`src/hdl/polyline_char_rasterizer_core_defines.svh`:
```
// ----------------------------------------------------------------------------
// Polyline rasterizer assertion macros
// Concurrent assertion helpers clocked on clk_i, disabled while rst_ni is low.
// ----------------------------------------------------------------------------
`ifndef POLYLINE_CHAR_RASTERIZER_CORE_DEFINES_SVH
`define POLYLINE_CHAR_RASTERIZER_CORE_DEFINES_SVH

// property holds at every edge
`define PCR_ASSERT(lbl, prop, msg) \
  lbl: assert property (@(posedge clk_i) disable iff (!rst_ni) (prop)) else $error(msg);

// consequent holds in the same cycle as the antecedent
`define PCR_ASSERT_IMPL(lbl, ante, cons, msg) \
  lbl: assert property (@(posedge clk_i) disable iff (!rst_ni) (ante) |-> (cons)) \
    else $error(msg);

// consequent holds in the cycle after the antecedent
`define PCR_ASSERT_NEXT(lbl, ante, cons, msg) \
  lbl: assert property (@(posedge clk_i) disable iff (!rst_ni) (ante) |=> (cons)) \
    else $error(msg);

`endif

```
`src/hdl/pcr_pkg.sv`:
```
// ----------------------------------------------------------------------------
// pcr_pkg
// Shared constants and types of the polyline character rasterizer.
// ----------------------------------------------------------------------------
`default_nettype none

package pcr_pkg;

  localparam logic [6:0] GridColumns  = 7'd64;
  localparam logic [6:0] GridRows     = 7'd64;
  localparam int unsigned CfgAddrW    = 3;
  localparam logic        RegColumns  = 1'b0;
  localparam logic        RegRows     = 1'b1;
  localparam int unsigned QueueDepth  = 2;

  typedef enum logic [2:0] {
    GL_DOT       = 3'd0,
    GL_DASH      = 3'd1,
    GL_BAR       = 3'd2,
    GL_SLASH     = 3'd3,
    GL_BACKSLASH = 3'd4
  } glyph_e;

  typedef enum logic {
    BK_IDLE = 1'b0,
    BK_SEG  = 1'b1
  } back_state_e;

  // one accepted vertex: its dot and the segment that leads to it
  typedef struct packed {
    logic [5:0]        dot_x;
    logic [5:0]        dot_y;
    logic              x_major;
    logic [5:0]        seg_cnt;
    logic [5:0]        lo_major;
    logic [5:0]        base_minor;
    logic signed [6:0] q_init;
    logic signed [6:0] step;
    logic [5:0]        div;
    glyph_e            glyph;
  } seg_desc_t;

  typedef struct packed {
    logic push;
    logic full;
  } q_wr_t;

  typedef struct packed {
    logic pop;
    logic empty;
  } q_rd_t;

endpackage

`default_nettype wire

```
`src/hdl/pcr_vertex_if.sv`:
```
// ----------------------------------------------------------------------------
// pcr_vertex_if
// Vertex channel: valid/ready handshake with a signed column and row.
// ----------------------------------------------------------------------------
`default_nettype none

interface pcr_vertex_if;
  logic              valid;
  logic              ready;
  logic signed [7:0] point_x;
  logic signed [7:0] point_y;

  modport source (output valid, output point_x, output point_y, input ready);
  modport sink   (input valid, input point_x, input point_y, output ready);
endinterface

`default_nettype wire

```
`src/hdl/pcr_pixel_if.sv`:
```
// ----------------------------------------------------------------------------
// pcr_pixel_if
// Pixel channel: valid/ready handshake with grid cell, glyph and last flag.
// ----------------------------------------------------------------------------
`default_nettype none

interface pcr_pixel_if;
  logic       valid;
  logic       ready;
  logic [5:0] pixel_x;
  logic [5:0] pixel_y;
  logic [2:0] glyph;
  logic       last;

  modport source (output valid, output pixel_x, output pixel_y, output glyph,
                  output last, input ready);
  modport sink   (input valid, input pixel_x, input pixel_y, input glyph,
                  input last, output ready);
endinterface

`default_nettype wire

```
`src/hdl/polyline_char_rasterizer_core.sv`:
```
// ----------------------------------------------------------------------------
// polyline_char_rasterizer_core
// Polyline vertices in, character-grid pixels out: a dot per vertex and the
// interior pixels of each segment, with dash, bar, slash or backslash glyphs.
//
//   channel  dir  handshake             payload
//   vtx_i    in   valid/ready           point_x, point_y
//   pix_o    out  valid/ready           pixel_x, pixel_y, glyph, last
//   APB      in   psel/penable/pwrite   paddr, pwdata, prdata (columns, rows)
//
// A vertex yields its dot and then the interior pixels of its segment:
// max(|dx|, |dy|) pixels with a segment, the dot alone without, at most 63;
// the back-end stepper emits them in order along the major axis.
// A rejected (off-grid) vertex is still taken while the queue is not full, and yields no transfer.
// Reset clears the previous vertex and loads 64 into both grid registers.
// Up to two descriptors wait between front and back, so vertices are taken
// while a segment is still drawn; a stalled pix_o holds its pixel.
// ----------------------------------------------------------------------------
`default_nettype none

module polyline_char_rasterizer_core (
  input  wire                            clk_i,
  input  wire                            rst_ni,
  pcr_vertex_if.sink                     vtx_i,
  pcr_pixel_if.source                    pix_o,
  input  wire                            psel,
  input  wire                            penable,
  input  wire                            pwrite,
  input  wire [pcr_pkg::CfgAddrW-1:0]    paddr,
  input  wire [31:0]                     pwdata,
  output logic [31:0]                    prdata,
  output logic                           pready
);

  logic [6:0] cols_q, cols_d;
  logic [6:0] rows_q, rows_d;
  logic       cfg_wr;

  pcr_pkg::seg_desc_t wr_desc, rd_desc;
  pcr_pkg::q_wr_t     wr_stat;
  pcr_pkg::q_rd_t     rd_stat;
  logic               push, pop;

  assign pready = 1'b1;
  assign cfg_wr = psel && penable && pwrite;

  always_comb begin
    cols_d = cols_q;
    rows_d = rows_q;
    if (cfg_wr) begin
      case (paddr[2])
        pcr_pkg::RegColumns: cols_d = pwdata[6:0];
        pcr_pkg::RegRows:    rows_d = pwdata[6:0];
        default:             cols_d = cols_q;
      endcase
    end
  end

  always_comb begin
    case (paddr[2])
      pcr_pkg::RegColumns: prdata = {25'd0, cols_q};
      pcr_pkg::RegRows:    prdata = {25'd0, rows_q};
      default:             prdata = 32'd0;
    endcase
  end

  always_ff @(posedge clk_i or negedge rst_ni) begin
    if (!rst_ni) begin
      cols_q <= pcr_pkg::GridColumns;
      rows_q <= pcr_pkg::GridRows;
    end else begin
      cols_q <= cols_d;
      rows_q <= rows_d;
    end
  end

  pcr_front u_front (
    .clk_i     (clk_i),
    .rst_ni    (rst_ni),
    .vtx_i     (vtx_i),
    .columns_i (cols_q),
    .rows_i    (rows_q),
    .q_stat_i  (wr_stat),
    .push_o    (push),
    .desc_o    (wr_desc)
  );

  pcr_queue u_queue (
    .clk_i     (clk_i),
    .rst_ni    (rst_ni),
    .push_i    (push),
    .wr_desc_i (wr_desc),
    .pop_i     (pop),
    .rd_desc_o (rd_desc),
    .wr_stat_o (wr_stat),
    .rd_stat_o (rd_stat)
  );

  pcr_back u_back (
    .clk_i    (clk_i),
    .rst_ni   (rst_ni),
    .desc_i   (rd_desc),
    .q_stat_i (rd_stat),
    .pop_o    (pop),
    .pix_o    (pix_o)
  );

endmodule

`default_nettype wire

```
`src/hdl/pcr_queue.sv`:
```
// ----------------------------------------------------------------------------
// pcr_queue
// Two-entry register queue of segment descriptors between front and back.
// ----------------------------------------------------------------------------
`default_nettype none
`include "polyline_char_rasterizer_core_defines.svh"

module pcr_queue (
  input  wire                   clk_i,
  input  wire                   rst_ni,
  input  wire                   push_i,
  input  pcr_pkg::seg_desc_t    wr_desc_i,
  input  wire                   pop_i,
  output pcr_pkg::seg_desc_t    rd_desc_o,
  output pcr_pkg::q_wr_t        wr_stat_o,
  output pcr_pkg::q_rd_t        rd_stat_o
);

  pcr_pkg::seg_desc_t entry_q [pcr_pkg::QueueDepth];
  logic       wr_ptr_q, wr_ptr_d;
  logic       rd_ptr_q, rd_ptr_d;
  logic [1:0] cnt_q, cnt_d;

  always_comb begin
    wr_ptr_d = wr_ptr_q;
    rd_ptr_d = rd_ptr_q;
    cnt_d    = cnt_q;
    if (push_i) begin
      wr_ptr_d = ~wr_ptr_q;
    end
    if (pop_i) begin
      rd_ptr_d = ~rd_ptr_q;
    end
    if (push_i && !pop_i) begin
      cnt_d = cnt_q + 2'd1;
    end else if (!push_i && pop_i) begin
      cnt_d = cnt_q - 2'd1;
    end
  end

  always_ff @(posedge clk_i or negedge rst_ni) begin
    if (!rst_ni) begin
      wr_ptr_q <= 1'b0;
      rd_ptr_q <= 1'b0;
      cnt_q    <= 2'd0;
    end else begin
      wr_ptr_q <= wr_ptr_d;
      rd_ptr_q <= rd_ptr_d;
      cnt_q    <= cnt_d;
    end
  end

  always_ff @(posedge clk_i) begin
    if (push_i) begin
      entry_q[wr_ptr_q] <= wr_desc_i;
    end
  end

  assign rd_desc_o       = entry_q[rd_ptr_q];
  assign wr_stat_o.push  = push_i;
  assign wr_stat_o.full  = (cnt_q == 2'd2);
  assign rd_stat_o.pop   = pop_i;
  assign rd_stat_o.empty = (cnt_q == 2'd0);

  `PCR_ASSERT(a_cnt_range, cnt_q <= 2'd2, "queue count out of range")
  `PCR_ASSERT_IMPL(a_no_underflow, pop_i, cnt_q != 2'd0, "pop from empty queue")
  `PCR_ASSERT_IMPL(a_no_overflow, push_i && !pop_i, cnt_q != 2'd2, "push into full queue")

endmodule

`default_nettype wire

```
`src/hdl/pcr_front.sv`:
```
// ----------------------------------------------------------------------------
// pcr_front
// Accept vertices, reject those off the grid, classify the segment from the
// previous vertex and hand a descriptor to the queue.
// ----------------------------------------------------------------------------
`default_nettype none

module pcr_front (
  input  wire                 clk_i,
  input  wire                 rst_ni,
  pcr_vertex_if.sink          vtx_i,
  input  wire [6:0]           columns_i,
  input  wire [6:0]           rows_i,
  input  pcr_pkg::q_wr_t      q_stat_i,
  output logic                push_o,
  output pcr_pkg::seg_desc_t  desc_o
);

  logic [5:0] px_q, px_d;
  logic [5:0] py_q, py_d;
  logic       have_prev_q, have_prev_d;

  logic [6:0]        xlim, ylim;
  logic              on_grid, xfer;
  logic [5:0]        nx, ny;
  logic signed [6:0] dx, dy, ndx, ndy;
  logic [5:0]        adx, ady;
  logic [8:0]        adx8, ady8;
  logic              have_seg, x_major;
  pcr_pkg::glyph_e   slope_gl;

  assign xlim = (columns_i > pcr_pkg::GridColumns) ? pcr_pkg::GridColumns : columns_i;
  assign ylim = (rows_i > pcr_pkg::GridRows) ? pcr_pkg::GridRows : rows_i;

  assign on_grid = !vtx_i.point_x[7] && (vtx_i.point_x[6:0] < xlim) &&
                   !vtx_i.point_y[7] && (vtx_i.point_y[6:0] < ylim);

  assign vtx_i.ready = !q_stat_i.full;
  assign xfer        = vtx_i.valid && !q_stat_i.full;
  assign push_o      = xfer && on_grid;

  assign nx  = vtx_i.point_x[5:0];
  assign ny  = vtx_i.point_y[5:0];
  assign dx  = $signed({1'b0, nx}) - $signed({1'b0, px_q});
  assign dy  = $signed({1'b0, ny}) - $signed({1'b0, py_q});
  assign ndx = -dx;
  assign ndy = -dy;
  assign adx = dx[6] ? ndx[5:0] : dx[5:0];
  assign ady = dy[6] ? ndy[5:0] : dy[5:0];
  assign adx8 = {adx, 3'b000};
  assign ady8 = {ady, 3'b000};

  assign have_seg = have_prev_q && ((adx != 6'd0) || (ady != 6'd0));
  assign x_major  = (adx >= ady);
  assign slope_gl = (dx[6] == dy[6]) ? pcr_pkg::GL_BACKSLASH : pcr_pkg::GL_SLASH;

  always_comb begin
    desc_o.dot_x   = nx;
    desc_o.dot_y   = ny;
    desc_o.x_major = x_major;
    if (x_major) begin
      desc_o.seg_cnt    = have_seg ? (adx - 6'd1) : 6'd0;
      desc_o.lo_major   = dx[6] ? nx : px_q;
      desc_o.base_minor = py_q;
      desc_o.q_init     = dx[6] ? dy : 7'sd0;
      desc_o.step       = dx[6] ? ndy : dy;
      desc_o.div        = adx;
      desc_o.glyph      = (ady8 < {3'b000, adx}) ? pcr_pkg::GL_DASH : slope_gl;
    end else begin
      desc_o.seg_cnt    = have_seg ? (ady - 6'd1) : 6'd0;
      desc_o.lo_major   = dy[6] ? ny : py_q;
      desc_o.base_minor = px_q;
      desc_o.q_init     = dy[6] ? dx : 7'sd0;
      desc_o.step       = dy[6] ? ndx : dx;
      desc_o.div        = ady;
      desc_o.glyph      = ({3'b000, ady} > adx8) ? pcr_pkg::GL_BAR : slope_gl;
    end
  end

  always_comb begin
    px_d        = px_q;
    py_d        = py_q;
    have_prev_d = have_prev_q;
    if (push_o) begin
      px_d        = nx;
      py_d        = ny;
      have_prev_d = 1'b1;
    end
  end

  always_ff @(posedge clk_i or negedge rst_ni) begin
    if (!rst_ni) begin
      px_q        <= 6'd0;
      py_q        <= 6'd0;
      have_prev_q <= 1'b0;
    end else begin
      px_q        <= px_d;
      py_q        <= py_d;
      have_prev_q <= have_prev_d;
    end
  end

endmodule

`default_nettype wire

```
`src/hdl/pcr_back.sv`:
```
// ----------------------------------------------------------------------------
// pcr_back
// Emit the dot of each descriptor, then step the interior pixels along the
// major axis, tracking the exact floor of the minor offset by remainder.
// ----------------------------------------------------------------------------
`default_nettype none
`include "polyline_char_rasterizer_core_defines.svh"

module pcr_back (
  input  wire                 clk_i,
  input  wire                 rst_ni,
  input  pcr_pkg::seg_desc_t  desc_i,
  input  pcr_pkg::q_rd_t      q_stat_i,
  output logic                pop_o,
  pcr_pixel_if.source         pix_o
);

  pcr_pkg::back_state_e state_q, state_d;

  logic              xmaj_q, xmaj_d;
  logic [5:0]        major_q, major_d;
  logic [5:0]        base_q, base_d;
  logic signed [6:0] quo_q, quo_d;
  logic [5:0]        rem_acc_q, rem_acc_d;
  logic signed [6:0] step_q, step_d;
  logic [5:0]        div_q, div_d;
  logic [5:0]        left_q, left_d;
  pcr_pkg::glyph_e   glyph_q, glyph_d;

  logic            out_valid_q, out_valid_d;
  logic [5:0]      out_x_q, out_x_d;
  logic [5:0]      out_y_q, out_y_d;
  pcr_pkg::glyph_e out_gl_q, out_gl_d;
  logic            out_last_q, out_last_d;

  logic              load, emit;
  logic signed [7:0] rsum, rnext;
  logic signed [6:0] qnext;
  logic [5:0]        maj_next, minor;
  logic [7:0]        minor_sum;

  assign load = !out_valid_q || pix_o.ready;

  always_comb begin
    rsum  = $signed({2'b00, rem_acc_q}) + $signed({step_q[6], step_q});
    rnext = rsum;
    qnext = quo_q;
    if (rsum >= $signed({2'b00, div_q})) begin
      rnext = rsum - $signed({2'b00, div_q});
      qnext = quo_q + 7'sd1;
    end else if (rsum < 8'sd0) begin
      rnext = rsum + $signed({2'b00, div_q});
      qnext = quo_q - 7'sd1;
    end
    maj_next  = major_q + 6'd1;
    minor_sum = {2'b00, base_q} + {qnext[6], qnext};
    minor     = minor_sum[5:0];
  end

  always_comb begin
    state_d = state_q;
    case (state_q)
      pcr_pkg::BK_IDLE: begin
        if (load && !q_stat_i.empty && (desc_i.seg_cnt != 6'd0)) begin
          state_d = pcr_pkg::BK_SEG;
        end
      end
      pcr_pkg::BK_SEG: begin
        if (load && (left_q == 6'd1)) begin
          state_d = pcr_pkg::BK_IDLE;
        end
      end
      default: state_d = pcr_pkg::BK_IDLE;
    endcase
  end

  always_comb begin
    emit       = 1'b0;
    pop_o      = 1'b0;
    out_x_d    = out_x_q;
    out_y_d    = out_y_q;
    out_gl_d   = out_gl_q;
    out_last_d = out_last_q;
    xmaj_d     = xmaj_q;
    major_d    = major_q;
    base_d     = base_q;
    quo_d      = quo_q;
    rem_acc_d  = rem_acc_q;
    step_d     = step_q;
    div_d      = div_q;
    left_d     = left_q;
    glyph_d    = glyph_q;
    case (state_q)
      pcr_pkg::BK_IDLE: begin
        if (load && !q_stat_i.empty) begin
          emit       = 1'b1;
          pop_o      = 1'b1;
          out_x_d    = desc_i.dot_x;
          out_y_d    = desc_i.dot_y;
          out_gl_d   = pcr_pkg::GL_DOT;
          out_last_d = (desc_i.seg_cnt == 6'd0);
          xmaj_d     = desc_i.x_major;
          major_d    = desc_i.lo_major;
          base_d     = desc_i.base_minor;
          quo_d      = desc_i.q_init;
          rem_acc_d  = 6'd0;
          step_d     = desc_i.step;
          div_d      = desc_i.div;
          left_d     = desc_i.seg_cnt;
          glyph_d    = desc_i.glyph;
        end
      end
      pcr_pkg::BK_SEG: begin
        if (load) begin
          emit       = 1'b1;
          out_x_d    = xmaj_q ? maj_next : minor;
          out_y_d    = xmaj_q ? minor : maj_next;
          out_gl_d   = glyph_q;
          out_last_d = (left_q == 6'd1);
          major_d    = maj_next;
          quo_d      = qnext;
          rem_acc_d  = rnext[5:0];
          left_d     = left_q - 6'd1;
        end
      end
      default: begin
        emit = 1'b0;
      end
    endcase
    out_valid_d = load ? emit : out_valid_q;
  end

  always_ff @(posedge clk_i or negedge rst_ni) begin
    if (!rst_ni) begin
      state_q     <= pcr_pkg::BK_IDLE;
      out_valid_q <= 1'b0;
    end else begin
      state_q     <= state_d;
      out_valid_q <= out_valid_d;
    end
  end

  always_ff @(posedge clk_i) begin
    out_x_q    <= out_x_d;
    out_y_q    <= out_y_d;
    out_gl_q   <= out_gl_d;
    out_last_q <= out_last_d;
    xmaj_q     <= xmaj_d;
    major_q    <= major_d;
    base_q     <= base_d;
    quo_q      <= quo_d;
    rem_acc_q  <= rem_acc_d;
    step_q     <= step_d;
    div_q      <= div_d;
    left_q     <= left_d;
    glyph_q    <= glyph_d;
  end

  assign pix_o.valid   = out_valid_q;
  assign pix_o.pixel_x = out_x_q;
  assign pix_o.pixel_y = out_y_q;
  assign pix_o.glyph   = out_gl_q;
  assign pix_o.last    = out_last_q;

  `PCR_ASSERT_IMPL(a_seg_left, state_q == pcr_pkg::BK_SEG, left_q != 6'd0,
                   "segment state with no pixels left")
  `PCR_ASSERT_IMPL(a_seg_rem, state_q == pcr_pkg::BK_SEG, rem_acc_q < div_q,
                   "step remainder not below divisor")
  `PCR_ASSERT_NEXT(a_last_idle, emit && out_last_d, state_q == pcr_pkg::BK_IDLE,
                   "last pixel sent but segment still running")

endmodule

`default_nettype wire

```
`src/flat_wrapper.sv`:
```
// flat-port wrapper written by rule: the top's interface ports become plain ports
module polyline_char_rasterizer_core_flat 
  (clk_i, rst_ni, psel, penable, pwrite, paddr, pwdata, prdata, pready, vtx_i_valid, vtx_i_point_x, vtx_i_point_y, vtx_i_ready, pix_o_valid, pix_o_pixel_x, pix_o_pixel_y, pix_o_glyph, pix_o_last, pix_o_ready);
  pcr_vertex_if vtx_i_i ();
  pcr_pixel_if pix_o_i ();
  input  wire clk_i;
  input  wire rst_ni;
  input  wire psel;
  input  wire penable;
  input  wire pwrite;
  input  wire [pcr_pkg::CfgAddrW-1:0] paddr;
  input  wire [31:0] pwdata;
  output logic [31:0] prdata;
  output logic pready;
  input wire logic [$bits(vtx_i_i.valid)-1:0] vtx_i_valid;
  input wire logic [$bits(vtx_i_i.point_x)-1:0] vtx_i_point_x;
  input wire logic [$bits(vtx_i_i.point_y)-1:0] vtx_i_point_y;
  output wire logic [$bits(vtx_i_i.ready)-1:0] vtx_i_ready;
  output wire logic [$bits(pix_o_i.valid)-1:0] pix_o_valid;
  output wire logic [$bits(pix_o_i.pixel_x)-1:0] pix_o_pixel_x;
  output wire logic [$bits(pix_o_i.pixel_y)-1:0] pix_o_pixel_y;
  output wire logic [$bits(pix_o_i.glyph)-1:0] pix_o_glyph;
  output wire logic [$bits(pix_o_i.last)-1:0] pix_o_last;
  input wire logic [$bits(pix_o_i.ready)-1:0] pix_o_ready;
  assign vtx_i_i.valid = vtx_i_valid;
  assign vtx_i_i.point_x = vtx_i_point_x;
  assign vtx_i_i.point_y = vtx_i_point_y;
  assign vtx_i_ready = vtx_i_i.ready;
  assign pix_o_valid = pix_o_i.valid;
  assign pix_o_pixel_x = pix_o_i.pixel_x;
  assign pix_o_pixel_y = pix_o_i.pixel_y;
  assign pix_o_glyph = pix_o_i.glyph;
  assign pix_o_last = pix_o_i.last;
  assign pix_o_i.ready = pix_o_ready;
  polyline_char_rasterizer_core u_core (.clk_i(clk_i), .rst_ni(rst_ni), .vtx_i(vtx_i_i), .pix_o(pix_o_i), .psel(psel), .penable(penable), .pwrite(pwrite), .paddr(paddr), .pwdata(pwdata), .prdata(prdata), .pready(pready));
endmodule
```
`config.mk`:
```
export PLATFORM = sky130hd
export DESIGN_NAME = polyline_char_rasterizer_core_flat
export DESIGN_NICKNAME = d
export VERILOG_FILES = /design/src/hdl/pcr_pkg.sv /design/src/hdl/pcr_vertex_if.sv /design/src/hdl/pcr_pixel_if.sv /design/src/hdl/polyline_char_rasterizer_core.sv /design/src/hdl/pcr_queue.sv /design/src/hdl/pcr_front.sv /design/src/hdl/pcr_back.sv /design/src/flat_wrapper.sv
export VERILOG_INCLUDE_DIRS = /design/src /design/src/hdl
export SDC_FILE = /design/constraint.sdc
export NUM_CORES = 1
export LEC_CHECK = 0
export BUFFER_PORTS_ARGS = -buffer_cell sky130_fd_sc_hd__buf_2
export CORE_MARGIN = 4
export CORE_UTILIZATION = 45
export CTS_CLUSTER_DIAMETER = 80
export DETAILED_ROUTE_END_ITERATION = 12
export GPL_ROUTABILITY_DRIVEN = 0
export REMOVE_ABC_BUFFERS = 1
export SYNTH_ARGS = -nofsm -noshare
export SYNTH_HDL_FRONTEND = slang
export SYNTH_SLANG_ARGS = --single-unit
```
`constraint.sdc`:
```
create_clock -name clk_i -period 12.3 [get_ports clk_i]
set_input_delay 0.615 -clock clk_i [delete_from_list [all_inputs] [get_ports clk_i]]
set_output_delay 0.615 -clock clk_i [all_outputs]
set_load 0.1 [all_outputs]
```
Yosys cells after proc, flatten, opt, wreduce, memory -nomap -nowiden:

Memory sizes are Yosys's and may differ from the RTL's.
Cells that the tools add are included.

* multiplexer cells: 57
* add/subtract/negate cells: 16
* equality and inequality tests: 5
* magnitude comparators: 9
* bitwise logic cells: 4
* divide/modulo/power cells: 0
* shifts and indexed selects: 0
* reduce and logical (&&, ||, !) cells: 32
* multipliers: 0

Operators by type and width (count)
* $mux 6: 20
* $mux 7: 10
* $pmux 32 s2: 1
* $pmux 6 s2: 5
* $mux 41: 1
* $reduce_bool 6->1: 3
* $sub 6x1->6 const B: 3
* $mux 3: 5
* $gt 7x7->1 const B: 2
* $lt 7x7->1: 2
* $neg 7->7: 2
* $pmux 7 s2: 1
* $sub 6x6->7: 2
* $logic_and 1x1->1: 13
* $add 6x6->6: 2
* $gt 6x9->1: 1
* $lt 9x6->1: 1
* $add 7x7->8: 1
* $ge 8x7->1: 1
* $lt 8x1->1 const B: 1
* $mux 1: 8
* $reduce_and 2->1: 4
* $add 7x2->7 const B: 1
* $logic_not 1->1: 7
* 19 further kinds: 26

* bits of input ports: 58
* latch bits: 0
* register bits: 97
* bits in writable memories: 108
* word-level logic and storage cells: 147
* memory bits (read-only): 0
* memories kept: 1

Memory list
* u_core.u_queue.entry_q: words 2, bits a word 54, read ports 1, clocked after memory_dff 0, write ports 1, RTL line pcr_queue.sv:19 `pcr_pkg::seg_desc_t entry_q [pcr_pkg::QueueDepth];`

Depth between registers and ports, before layout:

Gate-level depths: netlist (run 1).

* depth after elaboration: 11
* mapped depth: 22

Hierarchy:

Synthesis (run 1) repeated with hierarchy kept, for this count alone.

* cell total of the unflattened synthesis: 1025
* area total of the unflattened synthesis: 12359.4 um^2

By module, submodules not included
* pcr_queue: area each 4347.9 um^2, sequential area each 3343.2 um^2, cells each 186, instances 1
* pcr_back: area each 3960.0 um^2, sequential area each 1941.9 um^2, cells each 361, instances 1
* pcr_front: area each 3211.8 um^2, sequential area each 325.3 um^2, cells each 412, instances 1
* polyline_char_rasterizer_core: area each 839.6 um^2, sequential area each 352.8 um^2, cells each 66, instances 1

Least setup slack after synthesis (run 1):

Ideal clock, no wire load.

* path kind: reg-to-reg
* start: register u_core.u_queue.cnt_q[0]
* end: memory u_core.u_queue.entry_q[0][0] in the netlist's numbering, enable pin
* data arrival time: 4.503 ns
* data required time: 11.836 ns
* buffers on the path: 1
* period minus slack after synthesis: 4.967 ns
* slack: 7.333 ns
* stages on the path, launching flop included: 7
* path through: dfrtp_1 nand2b_1 nand3_1 nor4b_1 o221ai_1 clkbuf_1 nor2_1

* word-level cells in the longest chain between the ends: 6

Ends and longest elaborated chain
* start: declaration: RTL line pcr_queue.sv:22 `logic [1:0] cnt_q, cnt_d;`
* start signal: assignment: RTL line pcr_queue.sv:49 `cnt_q <= cnt_d;`
* $eq 2x2->1: RTL line pcr_queue.sv:61 `assign wr_stat_o.full = (cnt_q == 2'd2);`
* $logic_not 1->1
* net vtx_i_ready: RTL line flat_wrapper.sv:18 `output wire logic [$bits(vtx_i_i.ready)-1:0] vtx_i_ready;`
* $logic_and 1x1->1: RTL line pcr_front.sv:39 `assign xfer = vtx_i.valid && !q_stat_i.full;`
* $logic_and 1x1->1: RTL line pcr_front.sv:40 `assign push_o = xfer && on_grid;`
* $mux 1: RTL line pcr_queue.sv:54 `if (push_i) begin`
* $mux 1 (not written as such): RTL line pcr_queue.sv:55 `entry_q[wr_ptr_q] <= wr_desc_i;`
* end: declaration: RTL line pcr_queue.sv:19

The timed path passes the listed nets, and every way through them passes these cells.

Final worst setup path (run 1):

* start: register u_core.u_back.step_q[0]
* end: register u_core.u_back.out_y_q[5], in the netlist u_core.u_back.pix_o.pixel_y[5] (data pin)

* word-level cells in the longest chain between the ends: 8
* elaborated cells on any way between the ends: 9
* classes of those cells: add/sub (2); order compare (2); mux (5)

Ends and longest elaborated chain
* start: declaration: RTL line pcr_back.sv:25 `logic signed [6:0] step_q, step_d;`
* start signal: assignment: RTL line pcr_back.sv:153 `step_q <= step_d;`
* $add 7x7->8 (*): RTL line pcr_back.sv:45 `rsum = $signed({2'b00, rem_acc_q}) + $signed({step_q[6], step_q});`
* $lt 8x1->1: RTL line pcr_back.sv:51 `end else if (rsum < 8'sd0) begin`
* $mux 7: RTL line pcr_back.sv:51
* $mux 7 (*): RTL line pcr_back.sv:48 `if (rsum >= $signed({2'b00, div_q})) begin`
* $add 6x6->6 (*): RTL line pcr_back.sv:56 `minor_sum = {2'b00, base_q} + {qnext[6], qnext};`
* $mux 6 (*): RTL line pcr_back.sv:117 `out_y_d = xmaj_q ? minor : maj_next;`
* $mux 6 (*): RTL line pcr_back.sv:114 `if (load) begin`
* $pmux 6 s2 (*): RTL line pcr_back.sv:93 `case (state_q)`
* net u_core.u_back.out_y_d[5]: RTL line pcr_back.sv:32 `logic [5:0] out_y_q, out_y_d;`
* end signal: assignment: RTL line pcr_back.sv:145 `out_y_q <= out_y_d;`
* end: declaration: RTL line pcr_back.sv:32

The timed path passes the listed nets; every way through them passes the cells marked *. The select of a mux whose other input is x is not followed.
A chain may end at the register's enable or synchronous reset.

==> out/metrics.sh, run 1 <==
RUN_STATUS='finished, final reports clean'
FINALSETUPTNS_PS=0
NETLIST_INSTANCES=977
LAYOUT.NETS=1163
ANTENNA_FOUND_INITIAL=0
SETUP_VIOL=0
ACHIEVABLE-FREQUENCY_MHz=184
DIODES=0
TIMING.MAX_SLEW.REL_SLACK=0.234
UNREPAIRED_SETUP_ENDPOINTS_AFTER_GLOBAL_ROUTING='false'
ASYNC_RESET_FF_FRAC=0.163
TRITONCTS.NUM_BUFFERS=23
DIE_W_UM=166
ANTENNA_LEFT=0
GRT_MAX_DEGREE=68
SYNTH_SEQ_CELLS=202
DP.FINAL_HPWL_UM=16500
GRT_FIRST_PASS_WIRELENGTH_UM=38400
SYNTH_ENABLE_FLOP_CELLS=169
CTS_HTREE_LEVELS=1
SYNTHTOLAYOUTAREAGROWTH_PCT=11.6
VIAS_IN_THE_FIRST_GLOBAL_ROUTE=7191
POSTSYNTH.TOPFLOPCELL='sky130_fd_sc_hd__edfxtp_1'
SYNTHDISTINCTLIBCELLS=62
DETAILED_ROUTE_VIAS_PER_INSTANCE=5.33
CTS.REPORTEDPATHS.CLKPINSLEW_PS=60
MAX-CLOCK-PATH-BUFFERS=3
SETUP.WORST_PATH.CLASS='reg -> reg'
GRT_USE_TOTAL=0.170
REGAREA_SQ_UM=5910
FINAL-HOLD-VIOLATION-COUNT=0
FIRST_PASS_ITERS=5
POSTCTSHOLDBUFS=0
FINAL_CELL_AREA_EXCLUDING_FILLER_CELLS_SQ_UM=12600
WORST_HOLD_PATH_TYPE='in -> async'
FILLERINSTANCES=2165
GLOBALROUTEOVERFLOWTOTAL=0
NUM_IO_PINS=109
FINALMAXSLEWVIOLATIONS=0
SYNTH.CELL_AREA_SQ_UM=11300
WIRELENGTH_UM=23800
PRE_CTS_WS_PS=6850
LAYOUT_SETUP_WS_PS=6860
YOSYSSEQAREASHARE=0.523
WIRE_PER_INST_UM=17.4
WORSTSETUPSTARTPOINTTYPE='flop'
DRT_ITER0_DRC=442
ARRIVAL_PS=5670
DR_TOTAL_VIAS=7306
IO_BUFFERS=55
WORST_SLEW_PIN_SLEW_PS=1150
MULTI_INPUT_LOGIC_AREA_SQ_UM=4970
DRCVIOLATIONCOUNT=0
MAX-CAP-VIOLATIONS=0
FIN_CRIT_SH=0.443
NUM_ROWS=57
POST_SYNTH.CELL_AREA_AVG_SQ_UM=11.5
DIE_H_UM=166
PLACEABLECOREAREA_SQ_UM=24500
PLACEMENT.CELL_AREA_SQ_UM=11800
CLOCK_TREE.ROOT_CELL='sky130_fd_sc_hd__clkbuf_16'
LAYOUT-DRIVE-GT1-SHARE=0.169
CTS_TREE='built'
CRITPATHCAPTURETYPE='flop'
DIE-AREA_SQ_UM=27700
CP_DATA_REQUIRED_TIME_PS=12530
YOSYS_WARN_COUNT=0
CLOCK_SKEW_PS=18.8
INITIAL_CORE_UTILIZATION=0.461
POST_CTS.REPAIR.SETUP_BUFFERS=0
FINAL_PERIOD_MINUS_WORST_SETUP_SLACK_PS=5440
WORST_SKEW_PAIR.LATE_LATENCY_PS=500
SINKS_ON_THE_CLOCK_NET=202
POST_CTS.RESIZED_INSTANCES=0
CP_MAX_FO=10
-- cell type report --
cell class	count	share of cell area
clock buffer	25	0.0463
clock inverter	16	0.0129
inverter	59	0.0176
multi-input combinational	682	0.395
sequential	202	0.469
tap	324	0.0322
timing repair buffer	64	0.0272
-- critical path: stages, from the launching register on --
cell                       delay [ps]
sky130_fd_sc_hd__edfxtp_1         390
sky130_fd_sc_hd__ha_1             230
sky130_fd_sc_hd__fa_1             420
sky130_fd_sc_hd__a21o_1           180
sky130_fd_sc_hd__a21o_1           210
sky130_fd_sc_hd__xor2_1           320
sky130_fd_sc_hd__ha_1             350
sky130_fd_sc_hd__inv_1             70
sky130_fd_sc_hd__o21ai_0           70
sky130_fd_sc_hd__a21oi_1          280
sky130_fd_sc_hd__or2_0            550
sky130_fd_sc_hd__nor2_1            80
sky130_fd_sc_hd__a221o_1          450
sky130_fd_sc_hd__ha_1             300
sky130_fd_sc_hd__a21o_1           160
sky130_fd_sc_hd__a21oi_1          240
sky130_fd_sc_hd__o21bai_1          90
sky130_fd_sc_hd__a21oi_1          280
sky130_fd_sc_hd__xor2_1           130
sky130_fd_sc_hd__nor4_1           280
sky130_fd_sc_hd__nor3_1            90
-- stage by stage --
stage	utilization	cells	hold slack, ps
2_1_floorplan	-	943	319
3_3_place_gp	0.484	1331	502
3_5_place_dp	0.484	1331	506
4_1_cts	0.515	1372	205
5_1_grt	0.515	1372	247
6_report	0.515	1372	189
-- cells by family after synthesis --
| kind of cell | count (synthesis) | share of synthesized area |
|---|---|---|
| other | 2 | 0.000666 |
| multiplexers | 90 | 0.0863 |
| AO/OA/AOI/OAI | 194 | 0.109 |
| AND/OR/NAND/NOR | 237 | 0.100 |
| flip-flops | 202 | 0.523 |
| XOR/XNOR | 62 | 0.0481 |
| buffers and inverters | 117 | 0.0482 |
| adder cells (fa/ha/maj) | 73 | 0.0849 |
-- synth_stat cells (2+ instances only) --
cell / number / area [sq um]
sky130_fd_sc_hd__a211oi_1: 25 / 188
sky130_fd_sc_hd__buf_4: 26 / 195
sky130_fd_sc_hd__mux2_2: 58 / 653
sky130_fd_sc_hd__o21a_1: 6 / 45.0
sky130_fd_sc_hd__a21o_1: 11 / 82.6
sky130_fd_sc_hd__or3b_2: 2 / 17.5
sky130_fd_sc_hd__xor2_1: 29 / 254
sky130_fd_sc_hd__or4_1: 6 / 45.0
sky130_fd_sc_hd__o31ai_1: 8 / 60.1
sky130_fd_sc_hd__ha_1: 67 / 838
sky130_fd_sc_hd__nand2b_1: 11 / 68.8
sky130_fd_sc_hd__nand3_1: 24 / 120
sky130_fd_sc_hd__o211ai_1: 5 / 37.5
sky130_fd_sc_hd__conb_1: 2 / 7.51
sky130_fd_sc_hd__and2_1: 3 / 18.8
sky130_fd_sc_hd__nand4_1: 2 / 12.5
sky130_fd_sc_hd__edfxtp_1: 169 / 5070
sky130_fd_sc_hd__mux2i_1: 32 / 320
sky130_fd_sc_hd__inv_1: 59 / 221
sky130_fd_sc_hd__nor2_1: 63 / 236
sky130_fd_sc_hd__a31oi_1: 8 / 50.1
sky130_fd_sc_hd__o21ba_2: 2 / 20.0
sky130_fd_sc_hd__a21oi_1: 49 / 245
sky130_fd_sc_hd__dfstp_2: 2 / 52.6
sky130_fd_sc_hd__nor2b_1: 12 / 75.1
sky130_fd_sc_hd__o21bai_1: 5 / 37.5
sky130_fd_sc_hd__clkbuf_1: 25 / 93.8
sky130_fd_sc_hd__nor3_1: 11 / 55.1
sky130_fd_sc_hd__a21boi_0: 4 / 30.0
sky130_fd_sc_hd__xnor2_1: 33 / 289
sky130_fd_sc_hd__nand3b_1: 3 / 22.5
sky130_fd_sc_hd__o22ai_1: 7 / 43.8
sky130_fd_sc_hd__dfrtp_1: 31 / 776
sky130_fd_sc_hd__or3_1: 5 / 31.3
sky130_fd_sc_hd__and3_1: 4 / 25.0
sky130_fd_sc_hd__nor4_1: 5 / 31.3
sky130_fd_sc_hd__o21ai_0: 52 / 260
sky130_fd_sc_hd__fa_1: 6 / 120
sky130_fd_sc_hd__buf_1: 6 / 22.5
sky130_fd_sc_hd__nand2_1: 77 / 289
-- cells in the final DEF (no fill, tap or decap), drive strengths merged, types with 24 or more instances in the layout --
cell	Yosys	final
xor2	29	29
a211oi	25	25
buf	33	64
mux2i	32	32
dfrtp	31	31
xnor2	33	33
clkbuf	25	25
inv	59	59
nor2	63	63
ha	67	67
a21oi	49	49
nand2	77	77
conb	2	26
mux2	58	58
nand3	24	24
o21ai	53	53
edfxtp	169	169
-- sequential cells by signal, summed over array words and instances, names as in the netlist, 7 cells and up --
signal and cells:
u_core.cols_q 7, u_core.rows_q 7, u_core.u_back.step_q 7, u_core.u_queue.entry_q 106
-- worst paths after layout --
kind | slack [ps] | startpoint | endpoint | cells after the start
worst min register to register | 510 | u_core.u_queue.cnt_q[1]$_DFFE_PN0P_ | u_core.u_queue.cnt_q[1]$_DFFE_PN0P_ | 1
worst max-delay path | 6860 | u_core.u_back.step_q[0]$_DFFE_PP_ | u_core.u_back.pix_o.pixel_y[5]$_DFFE_PP_ | 20
min in group clk_i | 350 | pwdata[0] | u_core.cols_q[0]$_DFFE_PN0P_ | 2
worst max register to register | 6860 | u_core.u_back.step_q[0]$_DFFE_PP_ | u_core.u_back.pix_o.pixel_y[5]$_DFFE_PP_ | 20
max in group asynchronous | 11570 | rst_ni | u_core.u_back.state_q$_DFF_PN0_ | 1
worst min-delay path | 190 | rst_ni | u_core.u_back.pix_o.valid$_DFFE_PN0N_ | 1
-- metal layers --
layer  global-route usage  vias up  part of all wire
met1                0.243     3509              0.47
met3               0.0217       27             0.046
li1                     -     3609                 -
met4               0.0395        0             0.021
met2                0.280      161              0.46
met5                    0        -                 0
Power of run 1 is left out: the tool's default activity adds up to more than one toggle a clock period on the data nets, which glitch-free logic cannot reach.
==> run 2: changes to the inputs <==
- ABC_AREA: not set -> 1
- clock period: 12.3 -> 5.2 ns (I/O delays scaled with it)
==> run 2 against run 1 <==
  * Clock-buffer cell count stayed put
  * First-iteration DRC count rose by 20%
  * Clock skew rose by 6.3 ps
  * Critical path depth grew 6
  * Sequential cell count unchanged
  * Synthesized cell count increased by 31%
  * Setup slack worse by 6100 ps
==> out/metrics.sh, run 2 <==
DIE_H_UM=169
WORSTSETUPSTARTPOINTTYPE='flop'
LAYOUT.CELLS.MOST_COMMON_LIST='359 x sky130_fd_sc_hd__nand2_1, 169 x sky130_fd_sc_hd__edfxtp_1, 130 x sky130_fd_sc_hd__inv_1'
CTS_TREE='built'
TIMING.MAX_SLEW.REL_SLACK=0.284
REGMOSTFLOPS='u_core.u_queue.entry_q'
FINALSETUPTNS_PS=0
GRT_USE_TOTAL=0.189
CTS_HTREE_LEVELS=1
FINAL_CELL_AREA_EXCLUDING_FILLER_CELLS_SQ_UM=13100
SETUP_VIOL=0
FINAL_PERIOD_MINUS_WORST_SETUP_SLACK_PS=4490
UNREPAIRED_SETUP_ENDPOINTS_AFTER_GLOBAL_ROUTING='false'
PLACEMENT.CELL_AREA_SQ_UM=12200
SYNTHDISTINCTLIBCELLS=50
LAYOUT-DRIVE-GT1-SHARE=0.110
CTS.REPORTEDPATHS.CLKPINSLEW_PS=60
CRITPATHCAPTURETYPE='flop'
POST_CTS.REPAIR.SETUP_BUFFERS=0
MOSTFREQUENTLAYOUTCELL='sky130_fd_sc_hd__nand2_1'
ASYNC_RESET_FF_FRAC=0.163
LAYOUT.CELLS.NON_FILLER=1694
WIRE_PER_INST_UM=15.7
VIAS_IN_THE_FIRST_GLOBAL_ROUTE=8251
DIE_W_UM=169
GLOBALROUTEOVERFLOWTOTAL=0
MAX-CAP-VIOLATIONS=0
CRITICAL_PATH.REG2REG.ENDPOINT='u_core.u_back.pix_o.pixel_x[5]$_DFFE_PP_'
SYNTH_ENABLE_FLOP_CELLS=169
PLACE_INST=1641
CLOCK_TREE.ROOT_CELL='sky130_fd_sc_hd__clkbuf_16'
FF2FF_SETUP_SLACK_PS=710
CRIT_END='u_core.u_back.pix_o.pixel_x[5]$_DFFE_PP_'
MOST_USED_STANDARD_CELL_BY_INSTANCE_COUNT_AFTER_SYNTHESIS='sky130_fd_sc_hd__nand2_1'
FIRST_PASS_ITERS=5
WORST_SLEW_PIN_SLEW_PS=1070
POST_SYNTH_MOST_FREQUENT_CELLS='359 x sky130_fd_sc_hd__nand2_1, 169 x sky130_fd_sc_hd__edfxtp_1, 131 x sky130_fd_sc_hd__inv_1'
POST_SYNTH_MAIN_AREA_CONTRIBUTORS='sky130_fd_sc_hd__edfxtp_1 44%, sky130_fd_sc_hd__nand2_1 12%, sky130_fd_sc_hd__ha_1 7.2%'
YOSYSSEQAREASHARE=0.507
DP.FINAL_HPWL_UM=18900
DRT_ITER0_DRC=530
WORST_HOLD_PATH_TYPE='in -> reg'
DRCVIOLATIONCOUNT=0
TRITONCTS.NUM_BUFFERS=24
GRT_FIRST_PASS_WIRELENGTH_UM=43400
NETLIST_INSTANCES=1283
IO_BUFFERS=55
POST_SYNTH.CELL_AREA_AVG_SQ_UM=9.08
ARRIVAL_PS=4750
FIN_CRIT_SH=0.863
ANTENNA_LEFT=0
FINALMAXSLEWVIOLATIONS=0
CP_MAX_FO=12
MAX-CLOCK-PATH-BUFFERS=3
GRT_MAX_DEGREE=55
RUN_STATUS='finished, final reports clean'
WORST_SKEW_PAIR.LATE_LATENCY_PS=520
WORST_R2R_STARTPOINT='u_core.u_back.rem_acc_q[0]$_SDFFCE_PN0P_'
NUM_ROWS=58
NUM_IO_PINS=109
ANTENNA_FOUND_INITIAL=0
CLOCK_SKEW_PS=25.2
DIODES=0
DR_TOTAL_VIAS=8690
INITIAL_CORE_UTILIZATION=0.460
SETUP.WORST_PATH.CLASS='reg -> reg'
AREA_SHARE_OF_THE_LARGEST_CELL_TYPE_AFTER_SYNTHESIS=0.436
PLACEABLECOREAREA_SQ_UM=25300
SINKS_ON_THE_CLOCK_NET=202
CP_DATA_REQUIRED_TIME_PS=5460
FINAL-HOLD-VIOLATION-COUNT=0
FILLERINSTANCES=2355
POSTSYNTH.TOPFLOPCELL='sky130_fd_sc_hd__edfxtp_1'
MAX_FFS_PER_REGISTER=106
DETAILED_ROUTE_VIAS_PER_INSTANCE=5.13
SYNTH_SEQ_CELLS=202
LAYOUT.NETS=1477
CRITICAL_PATH.STARTPOINT='u_core.u_back.rem_acc_q[0]$_SDFFCE_PN0P_'
YOSYS_WARN_COUNT=0
SYNTHTOLAYOUTAREAGROWTH_PCT=12.5
DIE-AREA_SQ_UM=28500
ACHIEVABLE-FREQUENCY_MHz=223
SYNTH.CELL_AREA_SQ_UM=11700
POST-SYNTH-TOP-AREA-CELL='sky130_fd_sc_hd__edfxtp_1'
WIRELENGTH_UM=26600
R2R_CELLS=26
-- run 2: cells by family after synthesis --
kind of cell    Yosys count  share of synthesized area
flops                   202                      0.507
mux                       8                    0.00687
compound gates          220                      0.105
simple gates            540                      0.197
fa+ha+maj                73                     0.0823
other cells               2                   0.000645
xor+xnor                 34                     0.0256
buf+inv                 204                     0.0764
-- run 2: critical path, cell delays in order (launching register included) --
cell	delay, ps
sky130_fd_sc_hd__edfxtp_1	380
sky130_fd_sc_hd__ha_1	240
sky130_fd_sc_hd__fa_1	420
sky130_fd_sc_hd__xor2_1	270
sky130_fd_sc_hd__ha_1	350
sky130_fd_sc_hd__a21oi_1	180
sky130_fd_sc_hd__o21bai_1	110
sky130_fd_sc_hd__a21oi_1	140
sky130_fd_sc_hd__nand2_1	70
sky130_fd_sc_hd__nand2_1	70
sky130_fd_sc_hd__nand2_1	60
sky130_fd_sc_hd__inv_1	330
sky130_fd_sc_hd__nand2_1	90
sky130_fd_sc_hd__nand2_1	70
sky130_fd_sc_hd__inv_1	60
sky130_fd_sc_hd__ha_1	330
sky130_fd_sc_hd__a21oi_1	150
sky130_fd_sc_hd__nand2_1	90
sky130_fd_sc_hd__nand2_1	70
sky130_fd_sc_hd__nand2_1	50
sky130_fd_sc_hd__a21oi_1	140
sky130_fd_sc_hd__xor2_1	200
sky130_fd_sc_hd__inv_1	60
sky130_fd_sc_hd__nand2_1	100
sky130_fd_sc_hd__nand3_1	80
sky130_fd_sc_hd__nand2_1	70
sky130_fd_sc_hd__nand2_1	40
-- run 2: layout make-up --
type	instances	area (sq um)	area share
sequential	202	5900	0.450
multi-input combinational	901	4970	0.379
clock buffer	25	604	0.0461
inverter	136	510	0.0389
timing repair buffer	81	505	0.0386
tap	330	413	0.0315
clock inverter	19	200	0.0153
-- run 2: how the worst min path moves through the flow --
stage | slack, ps | start | end | cells after the start
final | 30 | vtx_i_point_x[0] | u_core.u_queue.entry_q[1][48]$_DFFE_PP_ | 1
after global routing | 10 | vtx_i_point_x[0] | u_core.u_queue.entry_q[1][48]$_DFFE_PP_ | 1
after CTS | 9 | vtx_i_point_x[0] | u_core.u_queue.entry_q[0][48]$_DFFE_PP_ | 1
after detailed placement | 430 | rst_ni | u_core.rows_q[3]$_DFFE_PN0P_ | 1
after global placement | 420 | rst_ni | u_core.rows_q[3]$_DFFE_PN0P_ | 1
after floorplan | -40 | rst_ni | u_core.cols_q[0]$_DFFE_PN0P_ | 0
-- run 2: per-layer routing --
metal / wire length [um] / track usage / vias up / part of all wire
li1: - / - / 4416 / -
met1: 12900 / 0.277 / 4061 / 0.49
met2: 11800 / 0.295 / 184 / 0.45
met3: 1210 / 0.0234 / 29 / 0.045
met4: 558 / 0.0554 / 0 / 0.021
met5: 0 / 0 / - / 0
-- run 2: what timing repair did --
action,4_1_cts,5_1_grt
gates resized for setup,0,0
endpoints found under the hold margin,45,0
hold buffers,9,0
-- run 2: metrics by stage --
| step | hold slack (ps) | worst slack [ps] | util |
|---|---|---|---|
| 3_5_place_dp | 427 | 708 | 0.482 |
| 5_1_grt | 14.0 | 251 | 0.518 |
| 6_report | 30.3 | 713 | 0.518 |
| 2_1_floorplan | -35.6 | 652 | - |
| 4_1_cts | 8.76 | 690 | 0.518 |
| 3_3_place_gp | 418 | 818 | 0.482 |
Power of run 2 is left out for the same reason.
==> run 3: changes to the inputs <==
- PLACE_DENSITY: not set -> 0.66
- SKIP_LAST_GASP: not set -> 1
- clock period: 5.2 -> 4.09 ns (I/O delays scaled with it)
==> run 3 against run 2 <==
  * Clock skew decreased by 9.9 ps
  * Final area rose by 3.4%
  * Register-to-register slack got worse by 590 ps
  * Core utilization increased by 1.7 points
  * Die area unchanged
  * Critical path depth up 2
  * Clock-buffer cell count up 3
  * Via count increased by 2.9%
  * Non-clock buffer count up 33
  * Routed wire length is 2.1% higher
  * Setup slack lost 590 ps
  * Critical endpoint is now u_core.u_back.pix_o.pixel_y[5]$_DFFE_PP_
  * Highest routed layer unchanged
==> out/metrics.sh, run 3 (same netlist as run 2, synthesis figures left out) <==
RUN_STATUS='finished, final reports clean'
CLOCK_TREE.ROOT_CELL='sky130_fd_sc_hd__clkbuf_16'
NUM_ROWS=58
NUM_IO_PINS=109
CTS_HTREE_LEVELS=1
FINALMAXSLEWVIOLATIONS=0
IO_BUFFERS=55
MAX-CAP-VIOLATIONS=0
LAYOUT.CELLS.NON_FILLER=1725
ANTENNA_LEFT=0
SETUP_VIOL=0
MAX-CLOCK-PATH-BUFFERS=3
REGMOSTFLOPS='u_core.u_queue.entry_q'
DP.FINAL_HPWL_UM=19100
CRIT_END='u_core.u_back.pix_o.pixel_y[5]$_DFFE_PP_'
WIRE_PER_INST_UM=15.7
WORST_SLEW_PIN_SLEW_PS=832
FIN_CRIT_SH=0.969
R2R_CELLS=28
TIMING.MAX_SLEW.REL_SLACK=0.445
VIAS_IN_THE_FIRST_GLOBAL_ROUTE=8461
FINAL-HOLD-VIOLATION-COUNT=0
CLOCK_SKEW_PS=15.2
PLACE_INST=1664
CTS.REPORTEDPATHS.CLKPINSLEW_PS=60
WIRELENGTH_UM=27100
DIODES=0
FINAL_PERIOD_MINUS_WORST_SETUP_SLACK_PS=3960
TRITONCTS.NUM_BUFFERS=23
INITIAL_CORE_UTILIZATION=0.460
ARRIVAL_PS=4220
WORST_SKEW_PAIR.LATE_LATENCY_PS=520
MULTI_INPUT_LOGIC_AREA_SQ_UM=5140
CRITICAL_PATH.REG2REG.ENDPOINT='u_core.u_back.pix_o.pixel_y[5]$_DFFE_PP_'
MAX_FFS_PER_REGISTER=106
DR_TOTAL_VIAS=8943
ACHIEVABLE-FREQUENCY_MHz=252
SYNTHTOLAYOUTAREAGROWTH_PCT=16.3
GRT_USE_TOTAL=0.185
DRT_ITER0_DRC=708
LAYOUT.NETS=1509
CP_MAX_FO=5
CP_DATA_REQUIRED_TIME_PS=4350
DIE_H_UM=169
CRITPATHMOSTFREQUENTCELL='sky130_fd_sc_hd__nand2_1'
GRT_MAX_DEGREE=54
GRT_FIRST_PASS_WIRELENGTH_UM=43000
GLOBALROUTEOVERFLOWTOTAL=0
ANTENNA_FOUND_INITIAL=0
CRITPATHCAPTURETYPE='flop'
WORST_HOLD_PATH_TYPE='in -> reg'
REGAREA_SQ_UM=5900
TIMING.CRITICAL_PATH.SLOWEST_CELL_DELAY_PS=370
DETAILED_ROUTE_VIAS_PER_INSTANCE=5.18
WORSTSETUPSTARTPOINTTYPE='flop'
CRITICAL_PATH.STARTPOINT='u_core.u_back.step_q[2]$_DFFE_PP_'
DRCVIOLATIONCOUNT=0
FILLERINSTANCES=2211
DIE-AREA_SQ_UM=28500
PLACEABLECOREAREA_SQ_UM=25300
SINKS_ON_THE_CLOCK_NET=202
LAYOUT-DRIVE-GT1-SHARE=0.156
FIRST_PASS_ITERS=5
CTS_TREE='built'
MOSTFREQUENTLAYOUTCELL='sky130_fd_sc_hd__nand2_1'
SETUP.WORST_PATH.CLASS='reg -> reg'
DIE_W_UM=169
CELL_WITH_THE_BIGGEST_INDIVIDUAL_DELAY_ON_THE_CRITICAL_PATH='sky130_fd_sc_hd__edfxtp_1'
FF2FF_SETUP_SLACK_PS=130
WORST_R2R_STARTPOINT='u_core.u_back.step_q[2]$_DFFE_PP_'
LAYOUT.CELLS.MOST_COMMON_LIST='353 x sky130_fd_sc_hd__nand2_1, 169 x sky130_fd_sc_hd__edfxtp_1, 126 x sky130_fd_sc_hd__inv_1'
UNREPAIRED_SETUP_ENDPOINTS_AFTER_GLOBAL_ROUTING='true'
[run 3: cell count changes in the layout (fill, tap and decap cells not counted), sizes merged]
cell / delta
clkinv: -6
clkinvlp: -1
dlygate4sd3: +5
inv: +3
bufinv: -1
buf: +27
clkbuf: +4
[run 3: final cells by class]
cell class	instances	area share
tap	330	0.0305
clock buffer	28	0.0439
sequential	202	0.436
inverter	136	0.0377
multi-input combinational	901	0.379
clock inverter	14	0.0121
timing repair buffer	114	0.0608
[run 3: what timing repair did]
action | 4_1_cts | 5_1_grt
pin swaps | 1 | 24
setup endpoints to repair | 4 | 26
gates resized for setup | 3 | 41
buffers inserted | 0 | 4
hold buffers | 14 | 0
gates cloned | 0 | 1
endpoints found under the hold margin | 57 | 0
[run 3: per-layer routing]
| metal | vias up | GRT usage | share of wire |
|---|---|---|---|
| met4 | 0 | 0.0441 | 0.018 |
| met2 | 239 | 0.311 | 0.47 |
| met5 | - | 0 | 0 |
| li1 | 4464 | - | - |
| met3 | 31 | 0.0259 | 0.054 |
| met1 | 4209 | 0.256 | 0.46 |
[run 3: critical path, delay by kind of cell, from the launching register on]
family / cells / cell delay (ps)
AOI/OAI and AO/OA: 4 / 500
xor gates and xnor gates: 2 / 270
adders and majority gates: 3 / 830
buffers and inverters: 3 / 170
DFF: 1 / 370
and+or+nand+nor: 16 / 1550
[run 3: worst min-delay path by stage]
stage | start | to | slack, ps | cells past startpoint
floorplan | rst_ni | u_core.cols_q[0]$_DFFE_PN0P_ | -90 | 0
global placement | rst_ni | u_core.rows_q[4]$_DFFE_PN0P_ | 360 | 1
detailed placement | rst_ni | u_core.rows_q[3]$_DFFE_PN0P_ | 350 | 1
CTS | vtx_i_point_y[4] | u_core.u_queue.entry_q[0][46]$_DFFE_PP_ | 2 | 1
global route | vtx_i_point_y[4] | u_core.u_queue.entry_q[1][46]$_DFFE_PP_ | 6 | 1
finish | vtx_i_point_y[4] | u_core.u_queue.entry_q[0][46]$_DFFE_PP_ | 10 | 1
[run 3: metrics by stage]
stage	setup TNS [ps]	hold slack, ps	worst slack [ps]	utilization	cell area [sq um]
2_1_floorplan	-39940	-91.1	-458	-	11400
3_3_place_gp	0	359	18.7	0.491	12400
3_5_place_dp	-123	347	-54.3	0.491	12400
4_1_cts	0	2.33	18.4	0.526	13300
5_1_grt	-495	5.86	-146	0.535	13600
6_report	0	14.4	127	0.535	13600
Power of run 3 is left out for the same reason.
